--- src/hw/rtl/spf_pkg.sv ---
// shared constants, types and helpers for the sphere penalty force block
package spf_pkg;

    localparam int unsigned POS_W    = 16;
    localparam int unsigned RAD_W    = 15;
    localparam int unsigned STIFF_W  = 16;
    localparam int unsigned FORCE_W  = 24;
    localparam int unsigned SQ_W     = 34;   // sum of three squares of 16-bit values
    localparam int unsigned LEN_W    = 17;   // floor sqrt of a 34-bit value
    localparam int unsigned MAG_W    = 16;   // magnitude of a 16-bit coordinate
    localparam int unsigned GAIN_W   = 31;   // stiffness * (radius - length)
    localparam int unsigned NUM_W    = 47;   // gain * magnitude
    localparam int unsigned ADDR_W   = 3;

    localparam logic [ADDR_W-1:0] ADDR_RADIUS = 3'd0;
    localparam logic [ADDR_W-1:0] ADDR_STIFF  = 3'd4;

    localparam logic [NUM_W-1:0] FORCE_MAX_POS = NUM_W'(23'h7FFFFF);
    localparam logic [NUM_W-1:0] FORCE_MAX_NEG = NUM_W'(24'h800000);

    // per item control that travels down the pipe
    typedef struct packed {
        logic                vld;
        logic                in_sphere;
        logic                zero_len;
        logic [2:0]          neg;
    } spf_ctl_t;

endpackage

--- src/hw/rtl/spf_sqrt.sv ---
// pipelined integer square root, one root bit per stage
module spf_sqrt
(
    input  logic                              clk,
    input  logic                              rst_n,
    input  logic                              in_vld,
    input  logic [spf_pkg::SQ_W-1:0]          in_sq,
    input  logic [3*spf_pkg::POS_W-1:0]       in_side,
    output logic                              out_vld,
    output logic [spf_pkg::LEN_W-1:0]         out_len,
    output logic [3*spf_pkg::POS_W-1:0]       out_side
);

    localparam int unsigned SW = spf_pkg::SQ_W;
    localparam int unsigned RW = spf_pkg::LEN_W;
    localparam int unsigned SIDE_W = 3 * spf_pkg::POS_W;

    logic              vld_reg  [RW+1];
    logic [SW-1:0]     rad_reg  [RW+1];
    logic [RW+1:0]     rem_reg  [RW+1];
    logic [RW-1:0]     root_reg [RW+1];
    logic [SIDE_W-1:0] side_reg [RW+1];

    always_ff @(posedge clk or negedge rst_n)
    begin
        if (!rst_n)
        begin
            vld_reg[0] <= 1'b0;
        end
        else
        begin
            vld_reg[0] <= in_vld;
        end
    end

    always_ff @(posedge clk)
    begin
        rad_reg[0]  <= in_sq;
        rem_reg[0]  <= '0;
        root_reg[0] <= '0;
        side_reg[0] <= in_side;
    end

    // digit by digit root, two radicand bits enter each stage
    for (genvar s = 0; s < RW; s++)
    begin : g_stage
        logic [RW+1:0] rem_sh;
        logic [RW+1:0] trial;
        logic [RW+1:0] rem_next;
        logic [RW-1:0] root_next;

        always_comb
        begin
            rem_sh = {rem_reg[s][RW-1:0], rad_reg[s][SW-1:SW-2]};
            trial  = {root_reg[s], 2'b01};
            if (rem_sh >= trial)
            begin
                rem_next  = rem_sh - trial;
                root_next = {root_reg[s][RW-2:0], 1'b1};
            end
            else
            begin
                rem_next  = rem_sh;
                root_next = {root_reg[s][RW-2:0], 1'b0};
            end
        end

        always_ff @(posedge clk or negedge rst_n)
        begin
            if (!rst_n)
            begin
                vld_reg[s+1] <= 1'b0;
            end
            else
            begin
                vld_reg[s+1] <= vld_reg[s];
            end
        end

        always_ff @(posedge clk)
        begin
            rad_reg[s+1]  <= {rad_reg[s][SW-3:0], 2'b00};
            rem_reg[s+1]  <= rem_next;
            root_reg[s+1] <= root_next;
            side_reg[s+1] <= side_reg[s];
        end
    end

    assign out_vld  = vld_reg[RW];
    assign out_len  = root_reg[RW];
    assign out_side = side_reg[RW];

endmodule

--- config.mk ---
export PLATFORM = sky130hd
export DESIGN_NAME = spf_sqrt
export DESIGN_NICKNAME = d
export VERILOG_FILES = /design/src/hw/rtl/spf_pkg.sv /design/src/hw/rtl/spf_sqrt.sv
export SDC_FILE = /design/constraint.sdc
export NUM_CORES = 1
export LEC_CHECK = 0
export ABC_AREA = 0
export BUFFER_PORTS_ARGS = -buffer_cell sky130_fd_sc_hd__buf_2
export CORE_MARGIN = 4
export CORE_UTILIZATION = 40
export DETAILED_ROUTE_END_ITERATION = 8
export GPL_ROUTABILITY_DRIVEN = 1
export SETUP_SLACK_MARGIN = 0.05
export SLEW_MARGIN = 10
export SYNTH_ARGS = -nofsm -noshare
export SYNTH_HDL_FRONTEND = slang
export SYNTH_SLANG_ARGS = --single-unit
--- constraint.sdc ---
create_clock -name clk -period 3.45 [get_ports clk]
set_clock_uncertainty 0.2 [all_clocks]
set_input_delay 0.69 -clock clk [delete_from_list [all_inputs] [get_ports clk]]
set_output_delay 0.69 -clock clk [all_outputs]
set_load 0.005 [all_outputs]
# ---- After elaboration in Yosys (flattened, before gate mapping)
# Memory sizes are Yosys's and may differ from the RTL's.
# Cells that the tools add are included.
dict set report totals {
  inputBits 85
  mem_bits_rw 2124
  n_memories 4
  regBits 18
  elab_cells 90
}
dict set report op_classes {
  n_addsub 17
  n_lt_le_gt_ge 17
  n_mux 34
}
# memory depth word_bits read_ports rd_clocked_by_memory_dff write_ports line_no
set mem_list {}
lappend mem_list {side_reg 18 48 18 0 18 spf_sqrt.sv:22} ;# logic [SIDE_W-1:0] side_reg [RW+1];
lappend mem_list {rad_reg 18 34 17 0 18 spf_sqrt.sv:19} ;# logic [SW-1:0] rad_reg [RW+1];
lappend mem_list {rem_reg 18 19 17 0 18 spf_sqrt.sv:20} ;# logic [RW+1:0] rem_reg [RW+1];
lappend mem_list {root_reg 18 17 18 0 18 spf_sqrt.sv:21} ;# logic [RW-1:0] root_reg [RW+1];
# operator count
set ops {}
lappend ops {{>= comparator 19 bit} 17}
lappend ops {{2-to-1 mux 19 bit} 17}
lappend ops {{subtractor 19 bit} 17}
lappend ops {{2-to-1 mux 1 bit} 17}

# ---- Depth between registers and ports, before layout
# An unclocked memory read counts as a cell.
dict set report depth {
  ltp_word 3
  ltp_mapped 11
  depth_no_buf 9
}

# ---- Worst setup path after synthesis
# No wires, ideal clock.
dict set report synth_path {
  kind {flip-flop to flip-flop}
  startpoint {mem root_reg[14][8] in the netlist's numbering}
  endpoint {mem rem_reg[15][10] in the netlist's numbering}
  path_stages_with_launch 12
  n_path_buf 2
  slack_ps 703
  t_arrival_ps 2425
  cell_sequence {dfxtp_1 -> inv_1 -> ha_1 -> buf_6 -> a21o_1 -> a21oi_2 -> a21boi_1 -> a311o_1 -> a221oi_4 -> inv_4 -> buf_6 -> mux2_4}
}
# item line_no
set synth_lines {}
lappend synth_lines {{from (decl)} spf_sqrt.sv:21}
lappend synth_lines {{to (decl)} spf_sqrt.sv:20}

==> impl_results.md <==
- Outcome: finished clean
- ANT cells: 0
- Ys async rst share: between 1 and 1.5%
- Die W: around 340 µm
- Detail Route Antenna Nets: 0
- Total track usage: a little under an eighth
- WHS Path Cells: 0
- Crit-path max FO: 16
- Fin crit period: roughly 3.0 ns
- Die Y: ~340 µm
- Place WS: between 0.5 and 0.6 ns
- Fin nets: between 3k and 4k
- Vias in the first global route: 22.39k
- VDD IR-drop max: between 0.0004 and 0.0005 V
- CTS Root Cell: clkbuf_16
- WL final: between 60 and 70 mm
- Leakage: 0.02349 µW
- Pins Over Slew Limit: 0
- Final worst-path setup slack: around 0.44 ns
- # hold bufs at CTS: between 80 and 90
- RSZ-0062 raised after global routing: false
- Placed cell area: 46010 µm²
- Distinct cells, synth: 92
- Final Hold Viols: 0
- Initial Util: about two fifths
- Row count: between 100 and 150
- MaxCap Viol Count: 0
- DRC: 0
- Yosys reg bits: ~1.6k
- Cts bufs inserted: 155
- WP data arrival: between 3 and 4 ns
- DR vias: around 23k
- Fmax: between 300 and 400 MHz
- CP Launch Type: register
- Die area: between 100000 and 150000 µm²
- Post-synthesis sequential area ratio: 73.47%
- Routed wl met3: approximately 3.0 mm
- Clk sink count: 1595
- Most frequent cells in the layout: dfxtp_1, inv_1, ha_1, clkbuf_16, buf_2
- # IOs: approximately 150
- Fin area: 52340 µm²
- Ys flop type: dfxtp_1
- Met2 routed WL: a little over 30 mm
- Rel. slew slack: between 40% and 50%
- FF+latch area: around 32000 µm²
- Reg2Reg Capture Point: rem_reg[13][10]
- Avg WL per Cell: approximately 12 µm
- CP Class: reg -> reg
- Worst reg-to-reg path cell count: 8
- HPWL after DPL: 42.54 mm
- Hold Crit Endpoint: side_reg[14][45]
- Largest net degree at the start of global routing: 19
- CTS max path bufs: 3
- Hold crit path type: reg -> reg
- Layout cells sized above 1: between 10 and 15%
- RR Startpoint: rem_reg[12][4]
- Largest register FFs: around 860
- Required @ worst endpoint: 3.84 ns
- CORE AREA: around 110000 µm²
- Highest Signal Layer: met4
- Postcts setup bufs: 0
- Post-synth EDFFs: 0
- Warning count from the yosys run: 0
- DR vias/cell: 4.381
- Mapped cell area: 43580 µm²
- Count of final setup violators: 0
- PD cells: about 840 nW/µm²
- TritonCTS clock tree: built
- Clock latency on the worst-skew pair: 0.75 ns
- DR iter-0 viols: 840
- Post-CTS Resized: 0
- Commonest non-fill, non-tap cell in the layout: dfxtp_1
- Hold Crit Start: side_reg[13][45]
- Initial antenna violation count: 0
- Period utilisation layout: 87.18%
- Slew of the pin with the lowest slew margin: between 0.8 and 0.9 ns
- M1 WL: 28.51 mm
- Mapped Nets: approximately 3.5k
- Reg-to-reg slack, setup: about 0.44 ns
- Grt ovf: 0
- Multi-input logic area: ~11000 µm²
- Mapped Avg Cell Area: between 10 and 15 µm²
- Synth-to-layout area growth: 20.10%
- # fillers: about 9.4k
- Clock slew at reported path FFs: around 0.060 ns
- Drt first pass iters: 5
- TNS Setup: 0 ns
- Routability cong.: about 0.84
- H-Tree Depth: 4
- Crit end category: register
- Synthesized instance count: about 3.3k
- IO buf count: 150
- First-pass GRT wire length: around 110 mm
-- power breakdown --
group          switching (µW)  internal [µW]  total, µW
Sequential               1050          20500      21500
Combinational            2720           2610       5330
Clock                    7020          10100      17200
-- final cells by class --
class / instances / area share [%]
multi-input cells: 1442 / 20.16
clock buffers: 210 / 8.364
inverters: 217 / 1.561
repair buffers: 249 / 3.256
clock inverters: 73 / 2.125
well taps: 1403 / 3.354
flip-flops and latches: 1595 / 61.18
-- through the flow --
step	instances	power (µW)	hold WS (ns)	util (%)
6_report	5189	43990	0.07711	48.62
4_1_cts	5189	44690	0.07961	48.62
3_5_place_dp	4822	27150	0.1121	42.74
2_1_floorplan	3292	25750	0.1096	-
3_3_place_gp	4822	27100	0.1095	42.74
5_1_grt	5189	46320	0.08656	48.62
-- how the worst max path moves through the flow --
stage / from / endpoint / slack (ns) / cells past startpoint
2_1_floorplan: root_reg[14][8] / rem_reg[15][10] / 0.70 / 11
3_3_place_gp: root_reg[13][12] / rem_reg[14][1] / 0.48 / 8
3_5_place_dp: root_reg[8][2] / rem_reg[9][6] / 0.50 / 8
4_1_cts: root_reg[13][12] / rem_reg[14][1] / 0.44 / 8
5_1_grt: root_reg[13][12] / rem_reg[14][1] / 0.26 / 8
6_report: rem_reg[12][4] / rem_reg[13][10] / 0.44 / 8
-- cell usage after synthesis (38+ instances only) --
cell type | count | area share (%)
o21a_1 | 38 | 0.65
a21oi_1 | 118 | 1.4
nor3_1 | 59 | 0.68
a21o_1 | 41 | 0.71
nand3_1 | 40 | 0.46
xnor2_1 | 97 | 1.9
ha_1 | 170 | 4.9
xor2_1 | 72 | 1.4
nand2_1 | 108 | 0.93
o21ai_0 | 107 | 1.2
mux2_2 | 55 | 1.4
nor2_1 | 134 | 1.2
dfxtp_1 | 1577 | 72
inv_1 | 214 | 1.8
-- metal layers --
layer	up-vias	track usage, %
met4	0	5.351
met5	-	0
li1	11840	-
met3	168	3.013
met1	10320	13.56
met2	398	19.14
-- critical path, stage by stage, from the launching register on --
cell and delay [ns]:
dfxtp_1 0.32, ha_1 0.44, a21oi_1 0.19, a221oi_1 0.51
nand4_1 0.26, a211oi_1 0.34, nor2_1 0.07, buf_4 0.21
mux2_2 0.31
-- logic make-up (layout without fill, tap and decap cells) --
| group | count (synthesis) | in the layout | synth area share (%) |
|---|---|---|---|
| fa+ha+maj | 170 | 170 | 4.880 |
| simple gates | 549 | 549 | 6.546 |
| xor+xnor | 169 | 169 | 3.396 |
| mux | 85 | 85 | 2.282 |
| flops | 1595 | 1595 | 73.47 |
| buf+inv | 255 | 749 | 2.314 |
| other cells | 1 | 1 | 0.008604 |
| compound gates | 468 | 468 | 7.102 |
Note: power is estimated with default switching activity, not from simulation.
